File: src/hw/rtl/sd_spi_response_receiver_defines.svh
// ----------------------------------------------------------------------------
// SD SPI response receiver - assertion macros
// Shared concurrent assertion forms used by the receiver RTL.
// ----------------------------------------------------------------------------
`ifndef SD_SPI_RESPONSE_RECEIVER_DEFINES_SVH
`define SD_SPI_RESPONSE_RECEIVER_DEFINES_SVH

// same-cycle implication, disabled in reset
`define SSR_ASSERT_NOW(lbl, clk, rst_n, ante, cons, msg) \
    lbl: assert property (@(posedge clk) disable iff (!rst_n) (ante) |-> (cons)) \
        else $error(msg);

// next-cycle implication, disabled in reset
`define SSR_ASSERT_NEXT(lbl, clk, rst_n, ante, cons, msg) \
    lbl: assert property (@(posedge clk) disable iff (!rst_n) (ante) |=> (cons)) \
        else $error(msg);

`endif

File: src/hw/rtl/ssr_pkg.sv
// ----------------------------------------------------------------------------
// SD SPI response receiver - package
// Types, status codes, token bytes and register map.
// ----------------------------------------------------------------------------
package ssr_pkg;

    localparam int ADDR_W = 4;

    typedef enum logic [1:0] {
        REG_RETRY_LIMIT = 2'd0,
        REG_DATA_LENGTH = 2'd1,
        REG_BUSY_LIMIT  = 2'd2
    } t_reg_idx;

    typedef enum logic [2:0] {
        ST_RUN     = 3'd0,
        ST_OK      = 3'd1,
        ST_TIMEOUT = 3'd2,
        ST_TOKEN   = 3'd3,
        ST_BUSY    = 3'd4
    } t_status;

    localparam logic [7:0]  START_TOKEN       = 8'hFE;
    localparam logic [7:0]  IDLE_BYTE         = 8'hFF;
    localparam logic [15:0] RETRY_LIMIT_RESET = 16'd1000;
    localparam logic [10:0] DATA_LENGTH_RESET = 11'd0;
    localparam logic [7:0]  BUSY_LIMIT_RESET  = 8'd20;

    typedef struct packed {
        logic [15:0] retry_limit;
        logic [10:0] data_length;
        logic [7:0]  busy_limit;
    } t_cfg;

endpackage

File: src/hw/rtl/ssr_ifs.sv
// ----------------------------------------------------------------------------
// SD SPI response receiver - channel interfaces
// Valid/ready channels for received bytes and for result items.
// ----------------------------------------------------------------------------
interface ssr_req_if;
    logic       valid;
    logic       ready;
    logic       cmd;
    logic [7:0] rx_byte;

    modport source (output valid, output cmd, output rx_byte, input ready);
    modport sink (input valid, input cmd, input rx_byte, output ready);
endinterface

interface ssr_rsp_if;
    import ssr_pkg::*;

    logic       valid;
    logic       ready;
    t_status    status;
    logic [7:0] r1_value;
    logic [7:0] data_byte;
    logic       data_valid;
    logic       done_res;

    modport source (output valid, output status, output r1_value, output data_byte,
                    output data_valid, output done_res, input ready);
    modport sink (input valid, input status, input r1_value, input data_byte,
                  input data_valid, input done_res, output ready);
endinterface

File: src/hw/rtl/ssr_regs.sv
// ----------------------------------------------------------------------------
// SD SPI response receiver - configuration registers
// APB-style register file for retry, length and busy limits.
// ----------------------------------------------------------------------------
module ssr_regs (
    input  logic                       i_clk,
    input  logic                       i_rst_n,
    input  logic                       psel,
    input  logic                       penable,
    input  logic                       pwrite,
    input  logic [ssr_pkg::ADDR_W-1:0] paddr,
    input  logic [31:0]                pwdata,
    output logic [31:0]                prdata,
    output logic                       pready,
    output ssr_pkg::t_cfg              o_cfg
);
    import ssr_pkg::*;

    t_cfg     r_cfg;
    t_reg_idx w_idx;
    logic     w_wr;

    assign w_idx  = t_reg_idx'(paddr[ADDR_W-1:2]);
    assign w_wr   = psel & penable & pwrite & pready;
    assign pready = 1'b1;
    assign o_cfg  = r_cfg;

    always_ff @(posedge i_clk) begin
        if (!i_rst_n) begin
            r_cfg.retry_limit <= RETRY_LIMIT_RESET;
            r_cfg.data_length <= DATA_LENGTH_RESET;
            r_cfg.busy_limit  <= BUSY_LIMIT_RESET;
        end else if (w_wr) begin
            case (w_idx)
                REG_RETRY_LIMIT: r_cfg.retry_limit <= pwdata[15:0];
                REG_DATA_LENGTH: r_cfg.data_length <= pwdata[10:0];
                REG_BUSY_LIMIT:  r_cfg.busy_limit  <= pwdata[7:0];
                default: ;
            endcase
        end
    end

    always_comb begin
        case (w_idx)
            REG_RETRY_LIMIT: prdata = {16'd0, r_cfg.retry_limit};
            REG_DATA_LENGTH: prdata = {21'd0, r_cfg.data_length};
            REG_BUSY_LIMIT:  prdata = {24'd0, r_cfg.busy_limit};
            default:         prdata = 32'd0;
        endcase
    end

endmodule

File: src/hw/rtl/sd_spi_response_receiver.sv
// ----------------------------------------------------------------------------
// SD SPI response receiver
// Tracks R1, start token, payload and busy release of an SD card in SPI mode.
// ----------------------------------------------------------------------------
// Usage:
//   i_req carries one item per SPI byte: cmd 0 arms a new response wait,
//   cmd 1 delivers rx_byte as read from the card. Every accepted item gives
//   exactly one result item on o_rsp: status, captured R1, payload byte with
//   its data_valid flag, and done_res when the status is final.
//   Limits are set through the APB port (retry_limit at 0x0, data_length at
//   0x4, busy_limit at 0x8) while no item is in flight.
//   An accepted item goes through an input register, then one pass of the
//   phase logic into the result register, from which o_rsp offers it. One
//   item per cycle is sustained while o_rsp keeps taking results; the phase
//   and counter registers update from the phase logic on each item.
//   When o_rsp stalls the result register holds and the input register
//   still takes one item; i_req.ready drops only when both are full.
//   Reset (synchronous, active low) returns the block to idle with counts
//   and captured R1 cleared and the limits at 1000, 0 and 20.
// ----------------------------------------------------------------------------
`include "sd_spi_response_receiver_defines.svh"

module sd_spi_response_receiver (
    input  logic                       i_clk,
    input  logic                       i_rst_n,
    ssr_req_if.sink                    i_req,
    ssr_rsp_if.source                  o_rsp,
    input  logic                       psel,
    input  logic                       penable,
    input  logic                       pwrite,
    input  logic [ssr_pkg::ADDR_W-1:0] paddr,
    input  logic [31:0]                pwdata,
    output logic [31:0]                prdata,
    output logic                       pready
);
    import ssr_pkg::*;

    typedef enum logic [2:0] {
        PH_IDLE    = 3'd0,
        PH_R1      = 3'd1,
        PH_TOKEN   = 3'd2,
        PH_PAYLOAD = 3'd3,
        PH_BUSY    = 3'd4
    } t_phase;

    t_cfg        w_cfg;

    logic        r_in_valid;
    logic        r_cmd;
    logic [7:0]  r_byte;

    t_phase      r_phase,   n_phase;
    logic [16:0] r_attempt, n_attempt;
    logic [10:0] r_payload, n_payload;
    logic [7:0]  r_r1,      n_r1;

    logic        r_out_valid;
    t_status     r_status,  n_status;
    logic [7:0]  r_dbyte,   n_dbyte;
    logic        r_dvalid,  n_dvalid;
    logic        r_done,    n_done;

    logic        w_adv;
    logic        w_fire;
    logic        w_in_ready;
    logic [16:0] w_att_inc;
    logic [16:0] w_tries;
    logic [10:0] w_pay_inc;

    ssr_regs u_regs (
        .i_clk   (i_clk),
        .i_rst_n (i_rst_n),
        .psel    (psel),
        .penable (penable),
        .pwrite  (pwrite),
        .paddr   (paddr),
        .pwdata  (pwdata),
        .prdata  (prdata),
        .pready  (pready),
        .o_cfg   (w_cfg)
    );

    assign w_adv      = !r_out_valid || o_rsp.ready;
    assign w_fire     = r_in_valid && w_adv;
    assign w_in_ready = !r_in_valid || w_adv;
    assign i_req.ready = w_in_ready;

    assign o_rsp.valid      = r_out_valid;
    assign o_rsp.status     = r_status;
    assign o_rsp.r1_value   = r_r1;
    assign o_rsp.data_byte  = r_dbyte;
    assign o_rsp.data_valid = r_dvalid;
    assign o_rsp.done_res   = r_done;

    assign w_att_inc = r_attempt + 17'd1;
    assign w_tries   = {1'b0, w_cfg.retry_limit} + 17'd1;
    assign w_pay_inc = r_payload + 11'd1;

    always_comb begin
        n_phase   = r_phase;
        n_attempt = r_attempt;
        n_payload = r_payload;
        n_r1      = r_r1;
        n_status  = ST_RUN;
        n_dbyte   = 8'd0;
        n_dvalid  = 1'b0;
        n_done    = 1'b0;
        if (!r_cmd) begin
            n_phase   = PH_R1;
            n_attempt = 17'd0;
            n_payload = 11'd0;
            n_r1      = 8'd0;
        end else begin
            case (r_phase)
                PH_R1: begin
                    n_attempt = w_att_inc;
                    if (!r_byte[7]) begin
                        n_r1      = r_byte;
                        n_attempt = 17'd0;
                        n_phase   = (w_cfg.data_length == 11'd0) ? PH_BUSY : PH_TOKEN;
                    end else if (w_att_inc >= w_tries) begin
                        n_status = ST_TIMEOUT;
                        n_done   = 1'b1;
                    end
                end
                PH_TOKEN: begin
                    n_attempt = w_att_inc;
                    if (r_byte == START_TOKEN) begin
                        n_payload = 11'd0;
                        if (w_cfg.data_length <= 11'd1) begin
                            n_phase   = PH_BUSY;
                            n_attempt = 17'd0;
                        end else begin
                            n_phase = PH_PAYLOAD;
                        end
                    end else if (r_byte != IDLE_BYTE) begin
                        n_status = ST_TOKEN;
                        n_done   = 1'b1;
                    end else if (w_att_inc >= w_tries) begin
                        n_status = ST_TIMEOUT;
                        n_done   = 1'b1;
                    end
                end
                PH_PAYLOAD: begin
                    n_dbyte   = r_byte;
                    n_dvalid  = 1'b1;
                    n_payload = w_pay_inc;
                    if (w_cfg.data_length <= 11'd1 ||
                        w_pay_inc >= w_cfg.data_length - 11'd1) begin
                        n_phase   = PH_BUSY;
                        n_attempt = 17'd0;
                    end
                end
                PH_BUSY: begin
                    n_attempt = w_att_inc;
                    if (r_byte == IDLE_BYTE) begin
                        n_status = ST_OK;
                        n_done   = 1'b1;
                    end else if (w_att_inc >= {9'd0, w_cfg.busy_limit}) begin
                        n_status = ST_BUSY;
                        n_done   = 1'b1;
                    end
                end
                default: ;
            endcase
        end
        if (n_done) begin
            n_phase = PH_IDLE;
        end
    end

    always_ff @(posedge i_clk) begin
        if (!i_rst_n) begin
            r_in_valid  <= 1'b0;
            r_out_valid <= 1'b0;
            r_phase     <= PH_IDLE;
            r_attempt   <= 17'd0;
            r_payload   <= 11'd0;
            r_r1        <= 8'd0;
        end else begin
            if (w_in_ready) begin
                r_in_valid <= i_req.valid;
            end
            if (w_adv) begin
                r_out_valid <= r_in_valid;
            end
            if (w_fire) begin
                r_phase   <= n_phase;
                r_attempt <= n_attempt;
                r_payload <= n_payload;
                r_r1      <= n_r1;
            end
        end
        if (w_in_ready && i_req.valid) begin
            r_cmd  <= i_req.cmd;
            r_byte <= i_req.rx_byte;
        end
        if (w_fire) begin
            r_status <= n_status;
            r_dbyte  <= n_dbyte;
            r_dvalid <= n_dvalid;
            r_done   <= n_done;
        end
    end

    `SSR_ASSERT_NOW(a_payload_not_final, i_clk, i_rst_n,
        o_rsp.valid && o_rsp.data_valid,
        o_rsp.status == ST_RUN && !o_rsp.done_res, "payload item carries a final status")

    `SSR_ASSERT_NEXT(a_done_goes_idle, i_clk, i_rst_n,
        w_fire && n_done, r_phase == PH_IDLE, "final result without return to idle")

    `SSR_ASSERT_NEXT(a_in_stage_holds, i_clk, i_rst_n,
        r_in_valid && !w_adv, r_in_valid && $stable(r_byte) && $stable(r_cmd),
        "held item lost from input stage")

endmodule

File: src/flat_wrapper.sv
// flat-port wrapper written by rule: the top's interface ports become plain ports
module sd_spi_response_receiver_flat import ssr_pkg::*;
  (i_clk, i_rst_n, psel, penable, pwrite, paddr, pwdata, prdata, pready, i_req_valid, i_req_cmd, i_req_rx_byte, i_req_ready, o_rsp_valid, o_rsp_status, o_rsp_r1_value, o_rsp_data_byte, o_rsp_data_valid, o_rsp_done_res, o_rsp_ready);
  ssr_req_if i_req_i ();
  ssr_rsp_if o_rsp_i ();
  input  logic i_clk;
  input  logic i_rst_n;
  input  logic psel;
  input  logic penable;
  input  logic pwrite;
  input  logic [ssr_pkg::ADDR_W-1:0] paddr;
  input  logic [31:0] pwdata;
  output logic [31:0] prdata;
  output logic pready;
  input wire logic [$bits(i_req_i.valid)-1:0] i_req_valid;
  input wire logic [$bits(i_req_i.cmd)-1:0] i_req_cmd;
  input wire logic [$bits(i_req_i.rx_byte)-1:0] i_req_rx_byte;
  output wire logic [$bits(i_req_i.ready)-1:0] i_req_ready;
  output wire logic [$bits(o_rsp_i.valid)-1:0] o_rsp_valid;
  output wire logic [$bits(o_rsp_i.status)-1:0] o_rsp_status;
  output wire logic [$bits(o_rsp_i.r1_value)-1:0] o_rsp_r1_value;
  output wire logic [$bits(o_rsp_i.data_byte)-1:0] o_rsp_data_byte;
  output wire logic [$bits(o_rsp_i.data_valid)-1:0] o_rsp_data_valid;
  output wire logic [$bits(o_rsp_i.done_res)-1:0] o_rsp_done_res;
  input wire logic [$bits(o_rsp_i.ready)-1:0] o_rsp_ready;
  assign i_req_i.valid = i_req_valid;
  assign i_req_i.cmd = i_req_cmd;
  assign i_req_i.rx_byte = i_req_rx_byte;
  assign i_req_ready = i_req_i.ready;
  assign o_rsp_valid = o_rsp_i.valid;
  assign o_rsp_status = o_rsp_i.status;
  assign o_rsp_r1_value = o_rsp_i.r1_value;
  assign o_rsp_data_byte = o_rsp_i.data_byte;
  assign o_rsp_data_valid = o_rsp_i.data_valid;
  assign o_rsp_done_res = o_rsp_i.done_res;
  assign o_rsp_i.ready = o_rsp_ready;
  sd_spi_response_receiver u_core (.i_clk(i_clk), .i_rst_n(i_rst_n), .i_req(i_req_i), .o_rsp(o_rsp_i), .psel(psel), .penable(penable), .pwrite(pwrite), .paddr(paddr), .pwdata(pwdata), .prdata(prdata), .pready(pready));
endmodule
File: config.mk
export PLATFORM = sky130hd
export DESIGN_NAME = sd_spi_response_receiver_flat
export DESIGN_NICKNAME = d
export VERILOG_FILES = /design/src/hw/rtl/ssr_pkg.sv /design/src/hw/rtl/ssr_ifs.sv /design/src/hw/rtl/ssr_regs.sv /design/src/hw/rtl/sd_spi_response_receiver.sv /design/src/flat_wrapper.sv
export VERILOG_INCLUDE_DIRS = /design/src /design/src/hw/rtl
export SDC_FILE = /design/constraint.sdc
export NUM_CORES = 1
export LEC_CHECK = 0
export ABC_CLOCK_PERIOD_IN_PS = 3500
export BUFFER_PORTS_ARGS = -buffer_cell sky130_fd_sc_hd__buf_2
export CORE_MARGIN = 4
export CORE_UTILIZATION = 59
export CTS_BUF_LIST = sky130_fd_sc_hd__clkbuf_8
export DETAILED_ROUTE_END_ITERATION = 8
export PLACE_DENSITY = 0.94
export SYNTH_ARGS = -nofsm -noshare
export SYNTH_HDL_FRONTEND = slang
export SYNTH_HIERARCHICAL = 1
export SYNTH_SLANG_ARGS = --single-unit
File: constraint.sdc
create_clock -name i_clk -period 3.5 [get_ports i_clk]
set_input_delay 0.525 -clock i_clk [delete_from_list [all_inputs] [get_ports i_clk]]
set_output_delay 0.525 -clock i_clk [all_outputs]
set_load 0.01 [all_outputs]
# Word-level counts from Yosys, hierarchy flattened
# Index checks and enable logic that the tools add are counted.
dict set report op_classes {
  addsub 4
  mul 0
  div_mod_pow 0
  order_cmp 4
  n_eq_ne 19
  n_shift 0
  mux 37
  bitwise 2
  reduce_logical 17
}
# cell n
set op_table {}
lappend op_table {{two-way mux 17 bit} 5}
lappend op_table {{case mux 17 bit (4 select lines)} 1}
lappend op_table {{case mux 16 bit (3 select lines)} 1}
lappend op_table {{two-way mux 3 bit} 12}
lappend op_table {{two-way mux 8 bit} 3}
lappend op_table {{two-way mux 11 bit} 2}
lappend op_table {{case mux 11 bit (2 select lines)} 1}
lappend op_table {{case mux 3 bit (3 select lines)} 2}
lappend op_table {{adder 16 x 1 -> 17 bit, second input constant} 1}
lappend op_table {{adder 17 x 1 -> 17 bit, second input constant} 1}
lappend op_table {{>= comparator 17 bit} 1}
lappend op_table {{>= comparator 17 x 8 -> 1 bit} 1}
lappend op_table {{== test 8 bit, second input constant} 2}
lappend op_table {{!= test 4 bit, second input constant} 3}
lappend op_table {{adder 11 x 1 -> 11 bit, second input constant} 1}
lappend op_table {{>= comparator 11 bit} 1}
lappend op_table {{<= comparator 11 x 1 -> 1 bit, second input constant} 1}
lappend op_table {{logical NOT 11 bit} 1}
lappend op_table {{subtractor 11 x 1 -> 11 bit, second input constant} 1}
lappend op_table {{!= test 5 bit, second input constant} 2}
lappend op_table {{!= test 3 bit, second input constant} 3}
lappend op_table {{AND reduction 3 bit} 3}
lappend op_table {{two-way mux 1 bit} 8}
lappend op_table {{!= test 8 bit, second input constant} 1}
lappend op_table {{other kinds (15)} 25}
dict set report totals {
  regBits 98
  latch_bits 0
  mem_bits_rw 0
  mem_bits_ro 0
  in_bits 52
  out_inout_bits 56
  wordCells 98
  mem_count 0
}

# Logic depth before layout (Yosys ltp)
# Gate-level depths: netlist of run 1.
dict set report logic_depth {
  ltp_word 9
  mapped_depth 16
  ltp_nobuf 15
}

# Modules after synthesis
# Netlist of run 1, hierarchy kept.
# module instances cells_per_inst area_per_inst_um2 seq_area_each_um2
set by_module_without_submodules {}
lappend by_module_without_submodules {sd_spi_response_receiver 1 529 4448.0 1461.4}
lappend by_module_without_submodules {ssr_regs 1 205 1770.4 700.7}

# Least setup slack after synthesis of run 1
# No wires, ideal clock.
dict set report synth_timing {
  kind {reg-to-reg}
  startpoint {register u_core.r_payload[0]}
  endpoint {register u_core.r_attempt[12]}
  setup_ns 0.071
  t_arrival_ns 3.048
  required_time_ns 3.429
  setup_slack_ns 0.381
  path_stages_with_launch 16
  path_buffers 1
  period_less_slack_ns 3.119
  path_cell_list {dfxtp_1 -> ha_1 -> and3_1 -> and3_1 -> and3_1 -> xor2_1 -> ha_1 -> a211oi_1 -> nand2_1 -> a21o_1 -> o2111ai_1 -> a21oi_1 -> o21ai_1 -> clkbuf_1 -> nand2_1 -> a21oi_1}
}
dict set report synth_via {
  elab_chain_cells 5
}
# element line_no
set synth_rtl {}
lappend synth_rtl {{start: declaration} sd_spi_response_receiver.sv:54} ;# logic [10:0] r_payload, n_payload;
lappend synth_rtl {{start signal: assignment} sd_spi_response_receiver.sv:190} ;# r_payload <= n_payload;
lappend synth_rtl {{adder 11 x 1 -> 11 bit} sd_spi_response_receiver.sv:97} ;# assign w_pay_inc = r_payload + 11'd1;
lappend synth_rtl {{>= comparator 11 bit} sd_spi_response_receiver.sv:149} ;# w_pay_inc >= w_cfg.data_length - 11'd1) begin
lappend synth_rtl {{logical OR 1 bit} sd_spi_response_receiver.sv:148} ;# if (w_cfg.data_length <= 11'd1 ||
lappend synth_rtl {{!= test 3 bit (no source line)} n/a}
lappend synth_rtl {{AND reduction 3 bit (no source line)} n/a}
lappend synth_rtl {{end signal: assignment} sd_spi_response_receiver.sv:189} ;# r_attempt <= n_attempt;
lappend synth_rtl {{end: declaration} sd_spi_response_receiver.sv:53} ;# logic [16:0] r_attempt, n_attempt;
# Every way passes these cells.
# A chain may end at the register's enable or synchronous reset.

# Worst setup path in the final report of run 1
dict set report layout_timing {
  startpoint {register u_core.r_payload[0]}
  endpoint {register u_core.r_phase[2]}
}
dict set report layout_via {
  elab_chain_cells 5
}
# element line_no
set layout_rtl {}
lappend layout_rtl {{adder 11 x 1 -> 11 bit} sd_spi_response_receiver.sv:97}
lappend layout_rtl {{>= comparator 11 bit} sd_spi_response_receiver.sv:149}
lappend layout_rtl {{logical OR 1 bit} sd_spi_response_receiver.sv:148}
lappend layout_rtl {{!= test 4 bit (no source line)} n/a}
lappend layout_rtl {{AND reduction 5 bit (no source line)} n/a}
lappend layout_rtl {{end signal: assignment} sd_spi_response_receiver.sv:188} ;# r_phase <= n_phase;
lappend layout_rtl {{end: declaration} sd_spi_response_receiver.sv:52} ;# t_phase r_phase, n_phase;
# Every way passes these cells.

==> results of run 1 <==
-- registers in the layout, summed over array words and instances (netlist names) --
name / flops
u_core/u_regs/o_cfg: 35
u_core/r_attempt: 17
u_core/r_payload: 11
u_core/o_rsp.data_byte: 8
u_core/r_byte: 8
u_core/o_rsp.r1_value: 7
u_core/o_rsp.status: 3
u_core/r_phase: 3
u_core/o_rsp.data_valid: 1
u_core/o_rsp.done_res: 1
u_core/o_rsp.valid: 1
u_core/r_cmd: 1
u_core/r_in_valid: 1
-- logic make-up after synthesis --
logic type	after synthesis	share of synthesized area, %
flip-flops	97	34.8
adder cells (fa/ha/maj)	39	7.85
multiplexers	38	6.12
XOR/XNOR	50	7.28
AND/OR/NAND/NOR	305	25.1
AO/OA/AOI/OAI	125	12.4
buffers and inverters	77	6.32
other	3	0.181
-- area by class of cell --
type | instances | area, sq um | share of cell area, %
Clock buffer | 9 | 124 | 1.82
Clock inverter | 7 | 42.5 | 0.625
Inverter | 24 | 90.1 | 1.32
Multi-Input combinational cell | 575 | 3750 | 55.1
Sequential cell | 97 | 2170 | 31.9
Tap cell | 136 | 170 | 2.50
Timing Repair Buffer | 85 | 460 | 6.77
-- synth_stat cells (3+ instances only) --
master,count
sky130_fd_sc_hd__nand4b_1,3
sky130_fd_sc_hd__nor2b_1,7
sky130_fd_sc_hd__nor4_1,7
sky130_fd_sc_hd__o211ai_1,11
sky130_fd_sc_hd__buf_2,4
sky130_fd_sc_hd__conb_1,3
sky130_fd_sc_hd__edfxtp_1,22
sky130_fd_sc_hd__o221ai_1,3
sky130_fd_sc_hd__nand3b_1,5
sky130_fd_sc_hd__clkbuf_1,24
sky130_fd_sc_hd__a211oi_1,4
sky130_fd_sc_hd__nand2b_1,5
sky130_fd_sc_hd__a22oi_1,6
sky130_fd_sc_hd__o21ai_0,32
sky130_fd_sc_hd__nand4_1,13
sky130_fd_sc_hd__a21o_1,3
sky130_fd_sc_hd__nor2_1,47
sky130_fd_sc_hd__dfxtp_1,75
sky130_fd_sc_hd__nand3_1,48
sky130_fd_sc_hd__ha_1,39
sky130_fd_sc_hd__or2_2,3
sky130_fd_sc_hd__buf_6,3
sky130_fd_sc_hd__xor2_1,28
sky130_fd_sc_hd__and3_1,15
sky130_fd_sc_hd__a21oi_1,42
sky130_fd_sc_hd__o21a_1,11
sky130_fd_sc_hd__nor3_1,8
sky130_fd_sc_hd__inv_1,23
sky130_fd_sc_hd__buf_4,20
sky130_fd_sc_hd__nand2_1,105
sky130_fd_sc_hd__xnor2_1,20
sky130_fd_sc_hd__mux2i_1,38
sky130_fd_sc_hd__and2_1,19
sky130_fd_sc_hd__and2_0,3
-- how the worst max path moves through the flow --
stage / end / cells past startpoint
2_1_floorplan: u_core/r_attempt[12] / 15
3_3_place_gp: u_core/r_phase[2] / 15
3_5_place_dp: u_core/r_phase[2] / 15
4_1_cts: u_core/r_phase[2] / 15
5_1_grt: u_core/r_phase[2] / 15
6_report: u_core/r_phase[2] / 15
-- power groups by stage --
| stage | registers [W] | clock network (W) | logic, W |
|---|---|---|---|
| 2_1_floorplan | 0.00121 | 0 | 0.000159 |
| 3_3_place_gp | 0.00121 | 0 | 0.000206 |
| 3_5_place_dp | 0.00121 | 0 | 0.000212 |
| 4_1_cts | 0.00119 | 0.000646 | 0.000214 |
| 5_1_grt | 0.00119 | 0.000686 | 0.000239 |
| 6_report | 0.00119 | 0.000633 | 0.000217 |
-- stage by stage --
step | TNS [ns] | setup slack [ns] | util (%) | power, W | cells
finish | 0 | 0.198 | 66.2 | 0.00204 | 933
global route | -0.000418 | -0.000418 | 66.2 | 0.00212 | 933
CTS | 0 | 0.0528 | 65.9 | 0.00205 | 933
detailed placement | 0 | 0.0900 | 64.2 | 0.00142 | 917
global placement | 0 | 0.170 | 64.2 | 0.00142 | 917
floorplan | 0 | 0.381 | - | 0.00137 | 749
-- metal layers --
metal  share of wire, %  GRT usage [%]
met4                2.6           8.46
met2                 48           40.2
met1                 43           30.3
met5                  0              0
met3                6.7           5.08
==> key figures, run 1 <==
Clock network
  – CTS Hold Bufs: 0
  – Post-CTS Setup Repair Bufs: 0
  – Clock transition time at the flip-flop clock pins of the worst setup and hold paths: 0.09 ns
  – Total clock buffers created by CTS: 9
  – CTS Root Buffer Type: sky130_fd_sc_hd__clkbuf_8
  – CTS resizes: 0
  – Maximum clock insertion buffer count: 2
  – Worst-Skew Late Latency: 0.37 ns
  – Clock tree from TritonCTS: done
  – CTS H-tree depth: 3
  – Count of clock tree sinks: 97

Logic synthesis
  – Mapped cell area: 6220 sq um
  – Post-Synthesis Mean Instance Area: 8.47 sq um
  – Leading cell types by total area after synthesis: sky130_fd_sc_hd__dfxtp_1 (24%), sky130_fd_sc_hd__edfxtp_1 (11%), sky130_fd_sc_hd__ha_1 (7.8%)
  – Count of distinct cell types in the synthesized netlist: 64
  – Count of flip-flops with a built-in enable after synthesis: 22
  – Yosys warns: 6
  – Flip-flop and latch count after synthesis: 97
  – Instance count of the mapped netlist: 734
  – Cell type with the highest aggregate area in the netlist: sky130_fd_sc_hd__dfxtp_1
  – Most used DFF post-synth: sky130_fd_sc_hd__dfxtp_1
  – Asr flop ratio synth: 0%
  – Area share of the largest cell type after synthesis: between 20% and 30%
  – Register area share after synthesis: 34.8%

Setup path
  – Beginning of the worst register-to-register path: u_core/r_payload[0]
  – Worst path cell trace: ha_1 -> and3_4 -> and3_2 -> and3_2 -> xor2_1 -> ha_1 -> a211oi_2 -> nand2_1 -> a21o_1 -> o2111ai_1 -> a21oi_1 -> o211ai_1 -> buf_4 -> nor2_1 -> a22o_1
  – Nature of the critical path endpoint: flip-flop
  – Category of the worst setup path launch point: flip-flop
  – Longest individual stage delay on the worst path: 0.36 ns
  – CP Data Required Time: 3.76 ns
  – Crit-path slowest cell: sky130_fd_sc_hd__dfxtp_2
  – Beginning of the critical path: u_core/r_payload[0]
  – Number of buffer and inverter instances along the worst setup path: 1
  – Reg2reg path depth: 15
  – Reg-to-reg slack, setup: 0.20 ns
  – Largest fanout on the critical path: 5
  – Worst reg2reg endpoint: u_core/r_phase[2]
  – Data arrival time of the critical path: 3.56 ns
  – Crit Path Category: reg -> reg
  – Family with the most delay on the worst path: compound AO/OA/AOI/OAI gates

Timing
  – Tightest slew margin relative to the limit: a little under two fifths
  – Number of pins with negative max-slew slack in the final report: 0
  – Final count of negative-setup-slack endpoints: 0
  – Clock tree skew after final layout: 0.00920 ns
  – Actual transition at the worst max-transition pin: approximately 0.94 ns
  – Final Hold Violating Endpoints: 0
  – Minimum period implied by the final worst setup slack: ~3.3 ns
  – Peak Freq: 0.303 GHz
  – Post-route fraction of the period consumed by the critical path: between 90% and 100%
  – Worst hold slack: 0.323 ns

Pwr
  – Leak Pwr: just under 3 nW
  – IR Drop Worst-Case VDD: 0.233 mV
  – Internal power component: ~0.0015 W
  – Total power density per cell area: 300 nW/um^2
  – Part of the power in registers: 58.3%
  – Clk network pwr share: 31.0%
  – Switching share of power: 26.5%
  – Combinational share of power: roughly a tenth
  – Net switching power of the design: about 0.00054 W

Place
  – Gp weighted congestion: 0.856
  – Cell area after placement: 6600 sq um
  – # port buffers: 71
  – Post-detail-place hpwl: 11100 um

Route
  – 1st-iter DRT viols: 317
  – Vias per cell: 5.89
  – Pre-antenna DRT Iters: 5
  – Vias after detailed routing: around 5500
  – Remaining number of nets flagged by the antenna check after routing: 0
  – Average wire per cell in the routed design: approximately 16 um
  – Routed WL: approximately 15000 um
  – Post-route DRC: 0

Final layout
  – Share of final-layout standard cells stronger than drive strength 1: 16.2%
  – Most common cell after layout, fill and taps aside: sky130_fd_sc_hd__nand2_1
  – Final standard cell area without fillers: between 6000 and 7000 sq um
  – Number of nets at the end of the flow: 883
  – Filler Cell Count: between 800 and 900
  – Antenna fix cells: 0
  – Synthesis-to-layout area growth: 9.38%
  – Most used cells in the layout excluding fill and tap cells: sky130_fd_sc_hd__nand2_1 (105), sky130_fd_sc_hd__buf_2 (71), sky130_fd_sc_hd__dfxtp_1 (71), sky130_fd_sc_hd__nand3_1 (48), sky130_fd_sc_hd__nor2_1 (47)

Die
  – Die Footprint: 12200 sq um
  – Die X: 111 um
  – Starting density of the core: 60.5%
  – Area inside the core boundary: 10300 sq um
  – Top-Level Pins: 108
  – Chip Height: 111 um
  – Number of standard-cell rows in the floorplan: 37

Worst hold path
  – WHS Endpoint: u_core/r_byte[5]
  – Worst min path class: in -> reg
  – Hold path start: i_req_rx_byte[5]
  – Hold Path Cell Cnt: 1

Global route
  – Via count of the first global-routing pass: 5231
  – Total grt overflow: 0
  – Initial antenna violation count: 0
  – Pin count of the biggest net entering global routing: 55
  – Global-route wire length before repair: 24600 um
  – Total global-route track usage: between 20% and 30%

Run
  – Max Cap Viol: 0

Status
  – Outcome: finished, final reports clean
Note: power is estimated with default switching activity, not from simulation.
==> run 2, diff against run 1 <==
--- a/config.mk
+++ b/config.mk
@@ -6,6 +6,7 @@
 export SDC_FILE = /design/constraint.sdc
 export NUM_CORES = 1
 export LEC_CHECK = 0
+export ABC_AREA = 1
 export ABC_CLOCK_PERIOD_IN_PS = 3500
 export BUFFER_PORTS_ARGS = -buffer_cell sky130_fd_sc_hd__buf_2
 export CORE_MARGIN = 4
==> run 2 against run 1 <==
Global-route usage fell by 0.072 points. Routed wire length rose by 0.52%. Sequential power barely moved. Critical endpoint unchanged. Largest cell class unchanged.
==> key figures, run 2 <==
Global route
  – Pin count of the biggest net entering global routing: 46 (-16%)
  – Initial antenna violation count: 0 (unchanged)
  – Total global-route track usage: 23.8% (-0.072 points)
  – Total grt overflow: 0 (unchanged)
  – Global-route wire length before repair: 24600 um (about the same)
  – Via count of the first global-routing pass: 5453 (+4.2%)

Clock network
  – CTS resizes: 0 (unchanged)
  – Count of clock tree sinks: 97 (unchanged)
  – Worst-Skew Late Latency: 0.38 ns (about the same)
  – CTS Root Buffer Type: sky130_fd_sc_hd__clkbuf_8
  – Total clock buffers created by CTS: 9 (unchanged)
  – Maximum clock insertion buffer count: 2 (unchanged)
  – CTS H-tree depth: 3 (unchanged)
  – Clock tree from TritonCTS: done
  – Post-CTS Setup Repair Bufs: 0 (unchanged)
  – CTS Hold Bufs: 0 (unchanged)
  – Clock transition time at the flip-flop clock pins of the worst setup and hold paths: 0.10 ns (about the same)

Final layout
  – Share of final-layout standard cells stronger than drive strength 1: 13.0% (-3.2 points)
  – Total area of multi-input combinational cells: 3520 sq um (-6.0%)
  – Filler Cell Count: 888 (+6.3%)
  – Most common cell after layout, fill and taps aside: sky130_fd_sc_hd__nand2_1
  – Core Util, Final: 66.3% (+0.15 points)
  – Most used cells in the layout excluding fill and tap cells: sky130_fd_sc_hd__nand2_1 (202), sky130_fd_sc_hd__nor2_1 (128), sky130_fd_sc_hd__inv_1 (106), sky130_fd_sc_hd__nand3_1 (80), sky130_fd_sc_hd__dfxtp_1 (73)
  – Number of nets at the end of the flow: 1046 (+18%)
  – Footprint of the flip-flops and latches: 2160 sq um (-0.12%)
  – Number of cells in the finished layout apart from fillers: 1096 (+17%)
  – Synthesis-to-layout area growth: 9.33% (about the same)
  – Largest register FFs: 35 (unchanged)
  – Antenna fix cells: 0 (unchanged)

Timing
  – Post-route fraction of the period consumed by the critical path: 89.9% (-4.4 points)
  – Clock tree skew after final layout: 0.0123 ns (+0.00308 ns)
  – Minimum period implied by the final worst setup slack: 3.15 ns (-0.154 ns)
  – Unrepaired setup endpoints after global routing: false
  – Number of pins with negative max-slew slack in the final report: 0 (unchanged)
  – Worst Setup Slack, final: 0.353 ns (+0.154 ns)
  – Tightest slew margin relative to the limit: 29.5% (-7.3 points)
  – Actual transition at the worst max-transition pin: 1.06 ns (+0.111 ns)
  – Final Hold Violating Endpoints: 0 (unchanged)
  – Final count of negative-setup-slack endpoints: 0 (unchanged)
  – Post-route setup TNS: 0 ns (unchanged)
  – Peak Freq: 0.318 GHz (+4.9%)

Logic synthesis
  – Most used DFF post-synth: sky130_fd_sc_hd__dfxtp_1
  – Simple logic cell fraction of the synthesized area: 32.5% (+7.4 points)
  – Multiplexer share of the synthesized area: 0% (-6.1 points)
  – Compound-gate portion of the synthesized area: 8.37% (-4.1 points)
  – Top cells by count, synth: sky130_fd_sc_hd__nand2_1 (202), sky130_fd_sc_hd__nor2_1 (128), sky130_fd_sc_hd__inv_1 (106)
  – Count of distinct cell types in the synthesized netlist: 43 (-33%)
  – Post-Synth Adder-Cell Area: 7.76% (-0.091 points)
  – Largest family of logic cells by synthesized area: simple AND/OR/NAND/NOR gates
  – Instance count of the mapped netlist: 892 (+22%)
  – Register area share after synthesis: 34.4% (-0.40 points)
  – Yosys warns: 6 (unchanged)
  – Count of flip-flops with a built-in enable after synthesis: 22 (unchanged)
  – Post-Synthesis Mean Instance Area: 7.05 sq um (-17%)
  – Asr flop ratio synth: 0% (unchanged)
  – Flip-flop and latch count after synthesis: 97 (unchanged)
  – Fraction of synthesized cell area in xor and xnor cells: 5.83% (-1.5 points)
  – Leading cell types by total area after synthesis: sky130_fd_sc_hd__dfxtp_1 (24%), sky130_fd_sc_hd__nand2_1 (12%), sky130_fd_sc_hd__edfxtp_1 (11%)
  – Mapped cell area: 6290 sq um (+1.2%)
  – Count leader, synth: sky130_fd_sc_hd__nand2_1
  – Cell type with the highest aggregate area in the netlist: sky130_fd_sc_hd__dfxtp_1
  – Area share of the largest cell type after synthesis: 23.9% (-0.28 points)

Setup path
  – CP Data Required Time: 3.78 ns (+0.02 ns)
  – Critical path destination: u_core/r_phase[2]
  – Largest fanout on the critical path: 6 (+1)
  – Reg-to-reg slack, setup: 0.35 ns (+0.15 ns)
  – Crit Path Category: reg -> reg
  – Nature of the critical path endpoint: flip-flop
  – Beginning of the critical path: u_core/u_regs/o_cfg[20]
  – Data arrival time of the critical path: 3.43 ns (-0.13 ns)
  – Worst reg2reg endpoint: u_core/r_phase[2]
  – Category of the worst setup path launch point: flip-flop
  – Beginning of the worst register-to-register path: u_core/u_regs/o_cfg[20]
  – Reg2reg path depth: 20 (+5)

Die
  – Die Footprint: 12400 sq um (+1.1%)
  – Area inside the core boundary: 10400 sq um (+0.90%)
  – Chip Height: 111 um (+0.54%)
  – Starting density of the core: 60.7% (+0.16 points)
  – Top-Level Pins: 108 (unchanged)
  – Die X: 111 um (+0.54%)
  – Number of standard-cell rows in the floorplan: 37 (unchanged)

Route
  – Average wire per cell in the routed design: 13.6 um (-14%)
  – Vias per cell: 5.40 (-8.3%)
  – Post-route DRC: 0 (unchanged)
  – Vias after detailed routing: 5920 (+7.8%)
  – Remaining number of nets flagged by the antenna check after routing: 0 (unchanged)
  – Pre-antenna DRT Iters: 5 (unchanged)
  – 1st-iter DRT viols: 400 (+26%)
  – Routed WL: 14900 um (+0.52%)

Place
  – # port buffers: 71 (unchanged)
  – Post-detail-place hpwl: 11200 um (+1.4%)
  – DP Cell Count: 1080 (+18%)
  – Worst setup timing slack at the placement stage: 0.206 ns (+0.116 ns)
  – Gp weighted congestion: 0.907 (+5.9%)

Pwr
  – Total power density per cell area: 336 nW/um^2 (+12%)
  – Sum of internal, switching and leakage power: 0.00231 W (+14%)
  – Leak Pwr: 3.32 nW (+14%)
  – IR Drop Worst-Case VDD: 0.292 mV (+26%)

Worst hold path
  – Hold Path Cell Cnt: 1 (unchanged)
  – Worst min path class: in -> reg

Status
  – Outcome: finished, final reports clean

Run
  – Max Cap Viol: 0 (unchanged)
## run 2: cell count changes in the layout (fill, tap and decap cells not counted), moves of 12 or more
cell,delta
sky130_fd_sc_hd__nand2_1,+97
sky130_fd_sc_hd__nor2_1,+81
sky130_fd_sc_hd__and2_1,-19
sky130_fd_sc_hd__inv_1,+80
sky130_fd_sc_hd__mux2i_1,-38
sky130_fd_sc_hd__o21ai_0,-17
sky130_fd_sc_hd__and3_1,-12
sky130_fd_sc_hd__nand3_1,+32
sky130_fd_sc_hd__a21oi_1,+12
## run 2: logic make-up after synthesis
| group | after synthesis |
|---|---|
| xor+xnor | 41 |
| fa+ha+maj | 39 |
| flops | 97 |
| simple gates | 466 |
| other cells | 3 |
| buf+inv | 153 |
| compound gates | 93 |
## run 2: where the power goes
part           switching, W  total [W]  internal, W
sequential        0.0000354    0.00122      0.00118
clock              0.000445   0.000718     0.000273
combinational      0.000249   0.000377     0.000128
## run 2: area by class of cell
type	instances	area share [%]
sequential	97	31.5
multi-input combinational	657	51.2
inverter	111	6.06
clock inverter	7	0.928
clock buffer	9	1.80
timing repair buffer	79	6.04
tap	136	2.47
## run 2: worst max-delay path, cell delays in order (launching register included)
cell and delay, ns:
sky130_fd_sc_hd__dfxtp_1 0.45, sky130_fd_sc_hd__ha_2 0.27, sky130_fd_sc_hd__nand3_2 0.14, sky130_fd_sc_hd__nor2_4 0.14, sky130_fd_sc_hd__nand2_1 0.11, sky130_fd_sc_hd__nor3_1 0.19
sky130_fd_sc_hd__xor2_1 0.10, sky130_fd_sc_hd__ha_1 0.30, sky130_fd_sc_hd__nand4_1 0.12, sky130_fd_sc_hd__nor3_1 0.21, sky130_fd_sc_hd__nand4_1 0.12, sky130_fd_sc_hd__nor3_1 0.15
sky130_fd_sc_hd__nor2_1 0.06, sky130_fd_sc_hd__nand2_1 0.13, sky130_fd_sc_hd__nand2_2 0.10, sky130_fd_sc_hd__nand2_2 0.09, sky130_fd_sc_hd__nand2_4 0.07, sky130_fd_sc_hd__nand2_4 0.11
sky130_fd_sc_hd__nand3_1 0.08, sky130_fd_sc_hd__nand2_1 0.06, sky130_fd_sc_hd__nor2_1 0.04
## run 2: routing by layer
metal | share of wire (%) | GRT usage [%]
met5 | 0 | 0
met4 | 2.3 | 8.27
met3 | 8.7 | 4.20
met2 | 48 | 40.7
met1 | 42 | 30.3
## run 2: how the worst min path moves through the flow
| stage | startpoint | endpoint | slack, ns |
|---|---|---|---|
| 2_1_floorplan | u_core/u_regs/o_cfg[2] | u_core/u_regs/o_cfg[2] | 0.45 |
| 3_3_place_gp | u_core/r_payload[10] | u_core/r_payload[10] | 0.47 |
| 3_5_place_dp | u_core/r_attempt[1] | u_core/r_attempt[1] | 0.48 |
| 4_1_cts | i_req_rx_byte[2] | u_core/r_byte[2] | 0.30 |
| 5_1_grt | i_req_rx_byte[2] | u_core/r_byte[2] | 0.30 |
| 6_report | i_req_rx_byte[2] | u_core/r_byte[2] | 0.32 |
## run 2: metrics by stage
stage               hold slack [ns]  instance area [sq um]
CTS                           0.303                   6850
detailed placement            0.475                   6660
finish                        0.317                   6880
floorplan                     0.450                   6350
global route                  0.296                   6880
global placement              0.467                   6660
==> run 3, diff against run 2 <==
==> constraint.sdc (replaced) <==
create_clock -name i_clk -period 3.5 [get_ports i_clk]
set_input_delay 0.175 -clock i_clk [delete_from_list [all_inputs] [get_ports i_clk]]
set_output_delay 0.175 -clock i_clk [all_outputs]
set_load 0.01 [all_outputs]
==> run 3 against run 2 <==
Non-clock buffer count up 7. Clock-buffer cell count unchanged. Critical path depth up 2. Clock power up 3.6%. Routed wire length up 1.7%. Critical endpoint is now u_core/r_phase[1]. Largest power group unchanged. Sequential share of layout area down 0.34 points. Clock skew down 0.0021 ns. Global-route usage up 0.29 points. Sequential power about the same. Register-to-register slack worse by 0.06 ns.
==> key figures, run 3 (synthesis results as in run 2) <==
Final layout
  – Number of cells in the finished layout apart from fillers: 1103 (+0.64%)
  – Synthesis-to-layout area growth: 10.7%
  – Total area of multi-input combinational cells: 3520 sq um (-0.14%)
  – Number of nets at the end of the flow: 1053 (+0.67%)
  – Most common cell after layout, fill and taps aside: sky130_fd_sc_hd__nand2_1
  – Footprint of the flip-flops and latches: 2170 sq um (+0.17%)
  – Share of final-layout standard cells stronger than drive strength 1: 13.1% (+0.11 points)
  – Antenna fix cells: 0 (unchanged)
  – Largest register FFs: 35 (unchanged)
  – Filler Cell Count: 859 (-3.3%)
  – Most used cells in the layout excluding fill and tap cells: sky130_fd_sc_hd__nand2_1 (202), sky130_fd_sc_hd__nor2_1 (128), sky130_fd_sc_hd__inv_1 (106), sky130_fd_sc_hd__nand3_1 (80), sky130_fd_sc_hd__buf_2 (71)

Setup path
  – Worst path cell trace: ha_2 -> nand3_2 -> nor2_4 -> nand2_1 -> nor2_1 -> nand2_1 -> xor2_1 -> inv_1 -> ha_1 -> nand4_1 -> nor3_2 -> nand4_1 -> nor3_1 -> nor2_1 -> nand2_1 -> nand2_2 -> nand2_2 -> nand2_4 -> nand2_4 -> nand3_1 -> nand2_1 -> nor2_1
  – Crit-path slowest cell: sky130_fd_sc_hd__dfxtp_2
  – Largest fanout on the critical path: 6 (unchanged)
  – Category of the worst setup path launch point: flip-flop
  – CP Data Required Time: 3.77 ns (about the same)
  – Reg2reg path depth: 22 (+10%)
  – Longest individual stage delay on the worst path: 0.38 ns (-0.07 ns)
  – Crit Path Category: reg -> reg
  – Nature of the critical path endpoint: flip-flop
  – Data arrival time of the critical path: 3.48 ns (+0.05 ns)
  – CP most frequent cell: sky130_fd_sc_hd__nand2_1

Pwr
  – Leak Pwr: 3.35 nW (+0.97%)
  – IR Drop Worst-Case VDD: 0.224 mV (-23%)
  – Sum of internal, switching and leakage power: 0.00235 W (+1.5%)
  – Total power density per cell area: 337 nW/um^2 (+0.27%)

Die
  – Area inside the core boundary: 10400 sq um (unchanged)
  – Die Footprint: 12400 sq um (unchanged)
  – Chip Height: 111 um (unchanged)
  – Top-Level Pins: 108 (unchanged)
  – Die X: 111 um (unchanged)
  – Number of standard-cell rows in the floorplan: 37 (unchanged)
  – Starting density of the core: 60.7% (unchanged)

Timing
  – Final Hold Violating Endpoints: 0 (unchanged)
  – Final count of negative-setup-slack endpoints: 0 (unchanged)
  – Number of pins with negative max-slew slack in the final report: 0 (unchanged)
  – Clock tree skew after final layout: 0.0102 ns (-0.00208 ns)
  – Post-route fraction of the period consumed by the critical path: 91.7% (+1.8 points)
  – Actual transition at the worst max-transition pin: 1.12 ns (+0.0613 ns)
  – Peak Freq: 0.312 GHz (-2.0%)
  – Minimum period implied by the final worst setup slack: 3.21 ns (+0.0626 ns)
  – Tightest slew margin relative to the limit: 25.4% (-4.1 points)
  – Worst hold slack: 0.0265 ns (-0.290 ns)

Clock network
  – Maximum clock insertion buffer count: 2 (unchanged)
  – Worst-Skew Late Latency: 0.38 ns (about the same)
  – CTS H-tree depth: 3 (unchanged)
  – CTS Root Buffer Type: sky130_fd_sc_hd__clkbuf_8
  – Count of clock tree sinks: 97 (unchanged)
  – Clock transition time at the flip-flop clock pins of the worst setup and hold paths: 0.11 ns (about the same)
  – Total clock buffers created by CTS: 9 (unchanged)
  – Clock tree from TritonCTS: done

Route
  – Average wire per cell in the routed design: 13.8 um (+1.1%)
  – Vias after detailed routing: 6046 (+2.1%)
  – Vias per cell: 5.48 (+1.5%)
  – Remaining number of nets flagged by the antenna check after routing: 0 (unchanged)
  – Routed WL: 15200 um (+1.7%)
  – Post-route DRC: 0 (unchanged)
  – Pre-antenna DRT Iters: 6 (+1)
  – 1st-iter DRT viols: 385 (-3.8%)

Place
  – DP Cell Count: 1078 (-0.19%)
  – Post-detail-place hpwl: 11200 um (-0.56%)
  – # port buffers: 71 (unchanged)
  – Gp weighted congestion: 0.879 (-3.0%)

Global route
  – GR peak layer: met2
  – Total global-route track usage: 24.1% (+0.29 points)
  – Met1 capacity usage during global routing: 30.3% (about the same)
  – Pin count of the biggest net entering global routing: 46 (unchanged)
  – Via count of the first global-routing pass: 5556 (+1.9%)
  – Met2 Resource Use GR: 41.5% (+0.80 points)
  – Initial antenna violation count: 0 (unchanged)
  – Total grt overflow: 0 (unchanged)
  – Global-route wire length before repair: 25100 um (+1.9%)
  – M3 GR Usage: 5.19% (+0.98 points)

Worst hold path
  – Hold Path Cell Cnt: 3 (+2)
  – Worst min path class: in -> reg

Run
  – Max Cap Viol: 0 (unchanged)

Status
  – Outcome: finished, final reports clean
[run 3: final cells by class]
cell class | count | share of cell area, %
Sequential cell | 97 | 31.1
Clock inverter | 7 | 1.10
Tap cell | 136 | 2.44
Timing Repair Buffer | 86 | 7.04
Clock buffer | 9 | 1.78
Inverter | 111 | 5.98
Multi-Input combinational cell | 657 | 50.5
[run 3: per-layer routing]
layer  routed length [um]  vias to the layer above
met2                 7380                      306
met3                 1370                       33
met5                    0                        -
li1                     -                     2988
met4                  307                        0
met1                 6130                     2719
[run 3: critical path: cells and delay by family, from the launching register on]
kind	cells	cell delay, ns
simple gates	18	1.93
fa+ha+maj	2	0.55
flops	1	0.38
xor+xnor	1	0.17
buf+inv	1	0.08
[run 3: timing repair]
| item | 4_1_cts | 5_1_grt |
|---|---|---|
| setup buffers | 0 | 0 |
| endpoints found under the hold margin | 9 | 0 |
| endpoints found under the setup margin | 0 | 4 |
| hold buffers | 9 | 0 |
| resized for setup | 0 | 11 |
[run 3: stage by stage]
| stage | setup WS, ns | utilization (%) | setup TNS (ns) | cell area (sq um) |
|---|---|---|---|---|
| floorplan | 0.688 | - | 0 | 6350 |
| global route | -0.0120 | 67.2 | -0.0180 | 6960 |
| finish | 0.290 | 67.2 | 0 | 6960 |
| detailed placement | 0.222 | 64.1 | 0 | 6640 |
| global placement | 0.334 | 64.1 | 0 | 6640 |
| CTS | 0.206 | 66.9 | 0 | 6930 |
[run 3: report_power, final]
part           internal (W)  switching (W)
combinational      0.000132       0.000253
sequential          0.00118      0.0000354
clock              0.000287       0.000458
[run 3: worst paths after layout]
path | end | start | slack, ns
max | u_core/r_phase[1] | u_core/r_attempt[0] | 0.29
min | u_core/u_regs/o_cfg[28] | pwdata[9] | 0.03
max reg2reg | u_core/r_phase[1] | u_core/r_attempt[0] | 0.29
min reg2reg | u_core/r_attempt[16] | u_core/r_attempt[16] | 0.49
